<file path="src/design/ssbf_pkg.sv">
// ssbf_pkg: shared constants and types for the subset-sum best-fill block.
// Used by ssbf_store and subset_sum_best_fill; depends on nothing else.

package ssbf_pkg;

    localparam int FILL_LIMIT   = 1023;
    localparam int WORD_BITS    = 64;   // power of two
    localparam int NUM_WORDS    = FILL_LIMIT / WORD_BITS + 1;

    localparam int WORD_LOG = $clog2(WORD_BITS);
    localparam int ADDR_W   = (NUM_WORDS > 1) ? $clog2(NUM_WORDS) : 1;
    localparam int CNT_W    = ADDR_W + 1;
    localparam int LVL_W    = ADDR_W + WORD_LOG;   // fill level as {word, bit}

    localparam int FILL_W = 10;
    localparam int VOL_W  = 12;
    localparam int CMP_W  = (LVL_W > FILL_W) ? LVL_W : FILL_W;
    localparam int VC_W   = (LVL_W > VOL_W) ? LVL_W : VOL_W;

    localparam logic [FILL_W-1:0] CAP_RESET = FILL_W'(1023);

    typedef logic [WORD_BITS-1:0] word_t;
    typedef logic [ADDR_W-1:0]    waddr_t;
    typedef logic [LVL_W-1:0]     level_t;

    typedef struct packed {
        logic [VOL_W-1:0] item_volume;
        logic             last_item;
    } in_word_t;

    typedef struct packed {
        logic [FILL_W-1:0] best_fill;
        logic              set_done;
    } out_word_t;

    // store read request: own word and the shifted-source word
    typedef struct packed {
        waddr_t own_addr;
        logic   aux_en;
        waddr_t aux_addr;
    } rd_req_t;

    // store write request; clr drops every word back to the empty set
    typedef struct packed {
        logic   en;
        waddr_t addr;
        word_t  data;
        logic   clr;
    } wr_req_t;

endpackage

</file>
<file path="src/design/ssbf_store.sv">
// ssbf_store: reachable-level bitset, NUM_WORDS words, two registered read ports.
// Per-word valid flags give the empty set (only fill zero) without a sweep.
// Depends on ssbf_pkg.

module ssbf_store
(
    input  logic             clk,
    input  logic             rst_n,
    input  ssbf_pkg::rd_req_t rd,
    input  ssbf_pkg::wr_req_t wr,
    output ssbf_pkg::word_t  own_data,
    output ssbf_pkg::word_t  aux_data
);

    ssbf_pkg::word_t              mem [ssbf_pkg::NUM_WORDS];
    logic [ssbf_pkg::NUM_WORDS-1:0] valid_reg;
    ssbf_pkg::word_t              own_reg;
    ssbf_pkg::word_t              aux_reg;

    // value of a word that was never written in this set
    function automatic ssbf_pkg::word_t empty_word(input ssbf_pkg::waddr_t a);
        empty_word = (a == '0) ? ssbf_pkg::word_t'(1) : '0;
    endfunction

    always_ff @(posedge clk or negedge rst_n)
    begin
        if (!rst_n)
        begin
            valid_reg <= '0;
        end
        else if (wr.clr)
        begin
            valid_reg <= '0;
        end
        else if (wr.en)
        begin
            valid_reg[wr.addr] <= 1'b1;
        end
    end

    always_ff @(posedge clk)
    begin
        if (wr.en)
        begin
            mem[wr.addr] <= wr.data;
        end
    end

    always_ff @(posedge clk)
    begin
        own_reg <= valid_reg[rd.own_addr] ? mem[rd.own_addr] : empty_word(rd.own_addr);
        if (!rd.aux_en)
        begin
            aux_reg <= '0;
        end
        else
        begin
            aux_reg <= valid_reg[rd.aux_addr] ? mem[rd.aux_addr]
                                              : empty_word(rd.aux_addr);
        end
    end

    assign own_data = own_reg;
    assign aux_data = aux_reg;

endmodule

</file>
<file path="src/design/subset_sum_best_fill.sv">
// subset_sum_best_fill: 0/1 knapsack by volume as a subset-sum bitset.
// Top level: control sequencer, word-serial update datapath, best-fill search.
// Depends on ssbf_pkg and ssbf_store.
//
// Usage:
//   Input channel in_valid/in_stall/in_word carries one item word (volume and
//   last-item flag). Output channel out_valid/out_stall/out_word returns one
//   result word per item: best fill not above capacity, and set_done.
//   cfg_we/cfg_wdata writes the capacity register; write it only while idle.
// Operation:
//   The reachable set is held as NUM_WORDS words of WORD_BITS bits (16 x 64)
//   and one word is read, shifted and merged per cycle, highest word first,
//   after one priming read. A result is formed once the lowest word has left
//   the search stage and waits in a pending register until the output register
//   is free; the next item is taken only after the result has moved to the
//   output register.
// Reset:
//   Capacity goes to 1023, the set holds only fill zero, both channels idle.
//   A last item empties the set again right after its result is formed.
// Stall:
//   out_word holds while out_stall is high; one further finished result can
//   wait inside, and in_stall stays high until it has moved out.

module subset_sum_best_fill
(
    input  logic                            clk,
    input  logic                            rst_n,
    input  logic                            in_valid,
    output logic                            in_stall,
    input  ssbf_pkg::in_word_t              in_word,
    output logic                            out_valid,
    input  logic                            out_stall,
    output ssbf_pkg::out_word_t             out_word,
    input  logic                            cfg_we,
    input  logic [ssbf_pkg::FILL_W-1:0]     cfg_wdata
);

    typedef enum logic [1:0] {
        IDLE,
        RUN,
        WAIT_OUT
    } state_t;

    localparam int SI_W = ssbf_pkg::ADDR_W + 2;

    state_t                           state_reg;
    logic [ssbf_pkg::CNT_W-1:0]       cnt_reg;
    logic [ssbf_pkg::FILL_W-1:0]      capacity_reg;

    // item held for the whole pass
    logic                             upd_en_reg;
    ssbf_pkg::waddr_t                 koff_reg;
    logic [ssbf_pkg::WORD_LOG-1:0]    rsh_reg;
    logic                             last_reg;

    // stage 1: store data back, merge
    logic                             s1_vld_reg;
    logic                             s1_prime_reg;
    ssbf_pkg::waddr_t                 s1_word_reg;
    ssbf_pkg::word_t                  hi_hold_reg;

    // stage 2: search
    logic                             s2_vld_reg;
    ssbf_pkg::waddr_t                 s2_word_reg;
    ssbf_pkg::word_t                  s2_data_reg;

    logic                             found_reg;
    ssbf_pkg::level_t                 best_reg;
    ssbf_pkg::out_word_t              pend_reg;
    ssbf_pkg::out_word_t              out_reg;
    logic                             out_valid_reg;

    ssbf_pkg::rd_req_t                rd;
    ssbf_pkg::wr_req_t                wr;
    ssbf_pkg::word_t                  own_data;
    ssbf_pkg::word_t                  aux_data;

    ssbf_pkg::level_t                 cap_eff;
    logic [ssbf_pkg::CMP_W-1:0]       cap_wide;
    logic                             vol_ok;
    logic                             in_take;
    logic                             out_take;
    logic                             issue;
    logic signed [SI_W-1:0]           aux_idx;
    logic [2*ssbf_pkg::WORD_BITS-1:0] pair;
    ssbf_pkg::word_t                  shifted;
    ssbf_pkg::word_t                  lvl_mask;
    ssbf_pkg::word_t                  merged;
    logic [ssbf_pkg::ADDR_W-1:0]      cap_word;
    logic [ssbf_pkg::WORD_LOG-1:0]    cap_bit;
    logic                             fin;
    ssbf_pkg::level_t                 best_next;

    function automatic logic [ssbf_pkg::WORD_LOG-1:0] top_bit(input ssbf_pkg::word_t d);
        logic [ssbf_pkg::WORD_LOG-1:0] idx;
        idx = '0;
        for (int b = 0; b < ssbf_pkg::WORD_BITS; b++)
        begin
            if (d[b])
            begin
                idx = ssbf_pkg::WORD_LOG'(b);
            end
        end
        top_bit = idx;
    endfunction

    always_ff @(posedge clk or negedge rst_n)
    begin
        if (!rst_n)
        begin
            capacity_reg <= ssbf_pkg::CAP_RESET;
        end
        else if (cfg_we)
        begin
            capacity_reg <= cfg_wdata;
        end
    end

    assign cap_wide = ssbf_pkg::CMP_W'(capacity_reg);
    assign cap_eff  = (cap_wide > ssbf_pkg::CMP_W'(ssbf_pkg::FILL_LIMIT))
                    ? ssbf_pkg::LVL_W'(ssbf_pkg::FILL_LIMIT)
                    : ssbf_pkg::LVL_W'(cap_wide);
    assign cap_word = cap_eff[ssbf_pkg::LVL_W-1:ssbf_pkg::WORD_LOG];
    assign cap_bit  = cap_eff[ssbf_pkg::WORD_LOG-1:0];

    assign vol_ok = (in_word.item_volume != '0) &&
                    (ssbf_pkg::VC_W'(in_word.item_volume) <= ssbf_pkg::VC_W'(cap_eff));

    assign in_stall  = (state_reg != IDLE);
    assign in_take   = in_valid && !in_stall;
    assign out_take  = out_valid_reg && !out_stall;
    assign out_valid = out_valid_reg;
    assign out_word  = out_reg;

    // issue: cnt 0 primes the high source word, cnt 1..N reads word N-cnt
    assign issue   = (state_reg == RUN) && (cnt_reg <= ssbf_pkg::CNT_W'(ssbf_pkg::NUM_WORDS));
    assign aux_idx = $signed(SI_W'(ssbf_pkg::NUM_WORDS - 1))
                   - $signed({2'b00, koff_reg})
                   - $signed({1'b0, cnt_reg});

    always_comb
    begin
        rd.own_addr = ssbf_pkg::ADDR_W'(ssbf_pkg::CNT_W'(ssbf_pkg::NUM_WORDS) - cnt_reg);
        rd.aux_en   = !aux_idx[SI_W-1];
        rd.aux_addr = aux_idx[ssbf_pkg::ADDR_W-1:0];
    end

    // source bits for level s are at level s - volume
    assign pair    = {hi_hold_reg, aux_data} << rsh_reg;
    assign shifted = pair[2*ssbf_pkg::WORD_BITS-1:ssbf_pkg::WORD_BITS];

    always_comb
    begin
        if (s1_word_reg < cap_word)
        begin
            lvl_mask = '1;
        end
        else if (s1_word_reg == cap_word)
        begin
            lvl_mask = (ssbf_pkg::word_t'(2) << cap_bit) - ssbf_pkg::word_t'(1);
        end
        else
        begin
            lvl_mask = '0;
        end
    end

    assign merged = own_data | (shifted & lvl_mask & {ssbf_pkg::WORD_BITS{upd_en_reg}});

    assign fin = s2_vld_reg && (s2_word_reg == '0);

    always_comb
    begin
        wr.en   = s1_vld_reg && !s1_prime_reg;
        wr.addr = s1_word_reg;
        wr.data = merged;
        wr.clr  = fin && last_reg;
    end

    always_comb
    begin
        if (found_reg)
        begin
            best_next = best_reg;
        end
        else if (s2_vld_reg && (s2_data_reg != '0))
        begin
            best_next = {s2_word_reg, top_bit(s2_data_reg)};
        end
        else
        begin
            best_next = '0;
        end
    end

    ssbf_store u_store
    (
        .clk      (clk),
        .rst_n    (rst_n),
        .rd       (rd),
        .wr       (wr),
        .own_data (own_data),
        .aux_data (aux_data)
    );

    // pipeline behind the store
    always_ff @(posedge clk or negedge rst_n)
    begin
        if (!rst_n)
        begin
            s1_vld_reg   <= 1'b0;
            s1_prime_reg <= 1'b0;
            s2_vld_reg   <= 1'b0;
        end
        else
        begin
            s1_vld_reg   <= issue;
            s1_prime_reg <= issue && (cnt_reg == '0);
            s2_vld_reg   <= s1_vld_reg && !s1_prime_reg;
        end
    end

    always_ff @(posedge clk)
    begin
        s1_word_reg <= rd.own_addr;
        if (s1_vld_reg)
        begin
            hi_hold_reg <= aux_data;
        end
        s2_word_reg <= s1_word_reg;
        s2_data_reg <= merged & lvl_mask;
        if (in_take)
        begin
            upd_en_reg <= vol_ok;
            koff_reg   <= ssbf_pkg::ADDR_W'(in_word.item_volume >> ssbf_pkg::WORD_LOG);
            rsh_reg    <= in_word.item_volume[ssbf_pkg::WORD_LOG-1:0];
            last_reg   <= in_word.last_item;
        end
    end

    always_ff @(posedge clk or negedge rst_n)
    begin
        if (!rst_n)
        begin
            state_reg     <= IDLE;
            cnt_reg       <= '0;
            found_reg     <= 1'b0;
            best_reg      <= '0;
            pend_reg      <= '0;
            out_reg       <= '0;
            out_valid_reg <= 1'b0;
        end
        else
        begin
            // in WAIT_OUT the output register is reloaded below instead
            if (out_take && (state_reg != WAIT_OUT))
            begin
                out_valid_reg <= 1'b0;
            end
            unique case (state_reg)
                IDLE:
                begin
                    if (in_take)
                    begin
                        state_reg <= RUN;
                        cnt_reg   <= '0;
                        found_reg <= 1'b0;
                    end
                end
                RUN:
                begin
                    if (issue)
                    begin
                        cnt_reg <= cnt_reg + ssbf_pkg::CNT_W'(1);
                    end
                    best_reg  <= best_next;
                    found_reg <= found_reg || (s2_vld_reg && (s2_data_reg != '0));
                    if (fin)
                    begin
                        pend_reg.best_fill <= ssbf_pkg::FILL_W'(best_next);
                        pend_reg.set_done  <= last_reg;
                        state_reg          <= WAIT_OUT;
                    end
                end
                WAIT_OUT:
                begin
                    if (!out_valid_reg || out_take)
                    begin
                        out_reg       <= pend_reg;
                        out_valid_reg <= 1'b1;
                        state_reg     <= IDLE;
                    end
                end
                default:
                begin
                    state_reg <= IDLE;
                end
            endcase
        end
    end

endmodule

</file>
<file path="config.mk">
export PLATFORM = sky130hd
export DESIGN_NAME = subset_sum_best_fill
export DESIGN_NICKNAME = d
export VERILOG_FILES = /design/src/design/ssbf_pkg.sv /design/src/design/ssbf_store.sv /design/src/design/subset_sum_best_fill.sv
export SDC_FILE = /design/constraint.sdc
export NUM_CORES = 2
export LEC_CHECK = 0
export BUFFER_PORTS_ARGS = -buffer_cell sky130_fd_sc_hd__buf_2
export CAP_MARGIN = 15
export CORE_UTILIZATION = 55
export DETAILED_ROUTE_END_ITERATION = 7
export PLACE_DENSITY = 0.71
export SYNTH_ARGS = -nofsm -noshare
export SYNTH_HDL_FRONTEND = slang
export SYNTH_HIERARCHICAL = 1
export SYNTH_SLANG_ARGS = --single-unit
</file>
<file path="constraint.sdc">
create_clock -name clk -period 8.09 [get_ports clk]
set_input_delay 1.618 -clock clk [delete_from_list [all_inputs] [get_ports clk]]
set_output_delay 1.618 -clock clk [all_outputs]
set_load 0.1 [all_outputs]
</file>
; ---- After elaboration in Yosys (flattened, before gate mapping)
; Memories as Yosys holds them, arrays and structs flattened.
; Index checks and enable logic that the tools add are counted.
[classes]
mux = 94
shifts = 2
n_addsub = 5
bitwise = 5
reduce_logical = 32
n_eq_ne = 8
order_cmp = 8
[op_table]
columns = cell, count
row1 = $mux 6, 62
row2 = $mux 64, 4
row3 = $and 64x64->64, 3
row4 = $shl 128x6->128, 1
row5 = $or 64x64->64, 1
row6 = $reduce_bool 64->1, 1
row7 = $shl 2x6->64 const A, 1
row8 = $sub 64x1->64 const B, 1
row9 = $mux 16, 2
row10 = $mux 10, 3
row11 = $or 16x16->16, 1
row12 = $lt 4x5->1 const B, 3
row13 = $le 12x10->1, 1
row14 = $logic_not 4->1, 3
row15 = $mux 1, 12
row16 = $reduce_bool 12->1, 1
row17 = $logic_and 1x1->1, 11
row18 = $gt 10x10->1 const B, 1
row19 = $mux 5, 2
row20 = $ne 2x2->1 const B, 5
row21 = $pmux 5 s2, 1
row22 = $bmux 1 s4, 2
row23 = $mux 2, 3
row24 = $pmux 2 s3, 1
row25 = other kinds (19), 28
[word_totals]
in_bits = 28
n_memories = 1
mem_bits_rw = 1024
ff_bits = 346
elab_cells = 179
output_inout_bits = 13
[memory_table]
columns = memory, depth, width, rd, rd_clocked_by_memory_dff, wr, line
row1 = u_store.mem, 16, 64, 2, 0, 1, ssbf_store.sv:15  ; ssbf_pkg::word_t mem [ssbf_pkg::NUM_WORDS];

; ---- Longest topological paths before layout
[logic_depth]
word_depth = 65
depth_mapped = 15

; ---- Cells and area by module
; Netlist, hierarchy kept.
[modules_own_cells]
columns = module, seq_area_each_um2, area_per_inst_um2, instances, cells_each
row1 = ssbf_store, 33712.3, 51378.0, 1, 2494
row2 = subset_sum_best_fill, 5087.4, 18059.8, 1, 1916

; ---- Least setup slack after synthesis
; OpenSTA, ideal clock, no wires.
[synth_timing]
kind = register -> register
startpoint = register s1_vld_reg
endpoint = memory u_store/mem[0][0] (netlist bit), enable pin
path_buffers = 0
setup_time_ns = 0.567
path_stages_with_launch = 4
required_ns = 7.523
synth_period_minus_slack_ns = 7.445
slack_ns = 0.645
arrival_time_ns = 6.878
cell_sequence = dfrtp_1 -> nor2b_1 -> or3b_2 -> nor3_1
[synth_lines]
columns = element, line
row1 = start: declaration, subset_sum_best_fill.sv:57  ; logic s1_vld_reg;
row2 = start signal: assignment, subset_sum_best_fill.sv:217  ; s1_vld_reg <= issue;
row3 = end: declaration, ssbf_store.sv:15

; ---- Worst setup path in the final report
[layout_timing]
startpoint = register cnt_reg[0] (netlist bit)
endpoint = register u_store.own_reg[28] (netlist: u_store/own_data[28])
[layout_via]
elab_chain_len = 4
elab_cells_between_ends = 5
cone_classes = add/sub: 1 / mux: 3 / memory: 1
[layout_rtl]
columns = element, line
row1 = start: declaration, subset_sum_best_fill.sv:47  ; logic [ssbf_pkg::CNT_W-1:0] cnt_reg;
row2 = start signal: assignment, subset_sum_best_fill.sv:274  ; cnt_reg <= cnt_reg + ssbf_pkg::CNT_W'(1);
row3 = $sub 1x4->4 *, subset_sum_best_fill.sv:143  ; rd.own_addr = ssbf_pkg::ADDR_W'(ssbf_pkg::CNT_W'(ssbf_pkg::NUM_WORDS) - cnt_reg);
row4 = $bmux 1 s4, ssbf_store.sv:51  ; own_reg <= valid_reg[rd.own_addr] ? mem[rd.own_addr] : empty_word(rd.own_addr);
row5 = $mux 1 (not written as such), ssbf_store.sv:51
row6 = $mux 64 *, ssbf_store.sv:51
row7 = end signal: assignment, ssbf_store.sv:51
row8 = end: declaration, ssbf_store.sv:17  ; ssbf_pkg::word_t own_reg;
; Mark *: on every way between the ends. The rest lies on a longest branch, timed or not. The select of a mux whose other input is x is not followed.
; A chain may end at the register's enable or synchronous reset.

==> run metrics <==
status finished, final reports clean; Synth-to-Final Area Change 9.09%; Reg with most FFs u_store/mem; die area 128000 um2; Synth Instances 4410; minimum clock period 5.15 ns; CORE AREA 124000 um2; Ports 41; crit path capture type register; Syn Nets 4460; GPL Wtd Cong 1.06; Clock Path Buffers 3; first-pass GRT wire length 311000 um; post-route ant nets 0; fin cells 6100; fill cell count 9054; reg-to-reg setup timing slack 2.94 ns; Layout Nets 4389; initial core utilization 55.8%; H-tree levels 4; placed insts 5825; Area after DPL 70900 um2; initial antenna violation count 9; Buffers on Ports 40; Syn Std Cell Area 69400 um2; clock buffer count from CTS 143; worst r2r src cnt_reg[0]; fmax 194 MHz; Slew Viols, Final 0; clk_skew 0.0348 ns; TNS Setup 0 ns; top fanout value on the critical path 47; DR vias 44200; drt pass-1 iters 6; synth unique cells 90; vias in the first global route 43800; Die W 357 um; dominant synthesized flop cell edfxtp_1; pin count of the biggest net entering global routing 126; Pleak 25.8 nW; Startpoint Class register; CP Class register to register; # DRC 0; Post CTS Setup Buffer Count 0; routed len/inst 35.4 um; Seq cells post-synth 1370; Storage cell area 38800 um2; via-per-instance ratio 7.25; worst hold-check path type register to register; clock root cell clkbuf_16; GRT Util Overall 34.2%; Critical Path RT 8.74 ns; Hold Path Stages 2; hold_buf cts 0; Initial DRC Count 5766; reg2reg path depth 7; Detailed Route WL 216000 um; Slew headroom 22.9%; post-synthesis async set-or-reset flop share 5.11%; worst slew pin tran 1.16 ns; CTS tree built; period utilization 63.6%; RSZ-0062 raised after global routing false; Peak VDD IR 0.000822 V; Finished Cell Area 75800 um2; height of the die 357 um; Pwr per Cell Area 486 nW/um2; Resized cells post-CTS 0; max reg flops 1024; Max-Cap Viols 0; Clock Sink Count 1370; Worst Min Path Start u_store/own_data[63]; footprint of the multi-input gates 28800 um2; DP HPWL 137000 um; register area share after synthesis 55.9%; yosys warns 6; register clock-pin slew on the reported worst setup and hold paths 0.06 ns; Worst EP arrival 5.80 ns; WHS Endpoint s2_data_reg[63]; ratio of cells with drive above 1 in the final layout 30.1%; Syn Area/Cell 15.7 um2; Post-synth EDFFs 1100; worst reg2reg path endpoint u_store/own_data[28]; final-report hold violation count 0; insertion delay of the later-clocked pin in the worst-skew pair 0.82 ns; final setup vio count 0; GRT overflow 0; num rows 129
-- metal layers --
| metal | wire, um | vias to the layer above | track usage, % | share of wire (%) |
|---|---|---|---|---|
| li1 | - | 17900 | - | - |
| met1 | 83100 | 23000 | 47.5 | 39 |
| met2 | 99000 | 2720 | 52.0 | 46 |
| met3 | 23700 | 549 | 8.04 | 11 |
| met4 | 9820 | 12 | 15.0 | 4.6 |
| met5 | 85 | - | 0 | 0.039 |
-- layout make-up --
class | instances | area share (%)
Sequential cell | 1370 | 51.2
Inverter | 50 | 0.263
Clock buffer | 203 | 5.37
Tap cell | 1637 | 2.70
Multi-Input combinational cell | 2635 | 38.0
Antenna cell | 4 | 0.0132
Timing Repair Buffer | 139 | 1.42
Clock inverter | 62 | 0.975
-- cell families (layout without fill, tap and decap cells) --
family          Yosys count  after routing  synth area share [%]
flops                  1370           1370                  55.9
mux                    1164           1164                  29.1
simple gates            816            816                  5.83
compound gates          622            622                  5.70
buf+inv                 405            454                  2.96
fa+ha+maj                22             22                 0.407
xor+xnor                 11             11                 0.139
other cells               0              4                     0
-- placed cells by master (no fill, tap or decap), drive strengths merged, types with 137 or more instances in the layout --
cell type,Yosys,final
mux2i,254,254
clkbuf,128,205
a21oi,157,157
nand2,264,264
dfxtp,200,200
mux2,252,252
edfxtp,1100,1100
mux4,658,658
nor2,212,212
o21ai,155,155
buf,227,137
-- power by group --
part	internal, W	total, W	switching [W]
Clock	0.00385	0.00672	0.00287
Combinational	0.00770	0.0189	0.0112
Sequential	0.0101	0.0112	0.00112
-- Yosys cell counts (29+ instances only) --
library cell	n	area share [%]
nor3_1	42	0.30
dfxtp_1	200	5.8
buf_6	36	0.58
nand4b_1	64	0.81
a21o_1	29	0.31
buf_2	145	1.0
nand2b_1	38	0.34
mux2i_1	254	3.7
dfrtp_1	60	2.2
nand4_1	74	0.67
edfxtp_1	1100	48
nor2_1	212	1.1
nand2_1	260	1.4
inv_1	43	0.23
a21oi_1	157	1.1
o22ai_1	90	0.81
mux2_2	248	4.0
clkbuf_1	128	0.69
mux4_2	658	21
o21ai_0	146	1.1
-- how the worst max path moves through the flow --
stage	start	to	slack (ns)	depth (start not counted)
after detailed placement	cnt_reg[0]	u_store/own_data[28]	2.78	7
after global placement	cnt_reg[0]	u_store/own_data[28]	2.86	7
after floorplan	s1_vld_reg	u_store/mem[0][0]	0.65	3
final	cnt_reg[0]	u_store/own_data[28]	2.94	7
after global routing	cnt_reg[0]	u_store/own_data[1]	2.42	7
after CTS	cnt_reg[0]	u_store/own_data[28]	2.75	7
-- critical path: stages (launching register included) --
cell and delay [ns]:
dfrtp_4 0.88, buf_4 0.82, buf_4 0.85, buf_4 0.66, buf_4 0.65, mux4_2 0.59
mux2i_1 0.21, o22ai_1 0.12
-- stage by stage --
stage	utilization, %	total power, W	worst slack [ns]	hold WS (ns)
after global routing	60.9	0.0381	2.42	0.465
after floorplan	-	0.0240	0.645	0.382
after CTS	60.8	0.0366	2.75	0.442
after global placement	57.0	0.0296	2.86	0.427
after detailed placement	57.0	0.0298	2.78	0.428
final	60.9	0.0368	2.94	0.445
Note: power is estimated with default switching activity, not from simulation.
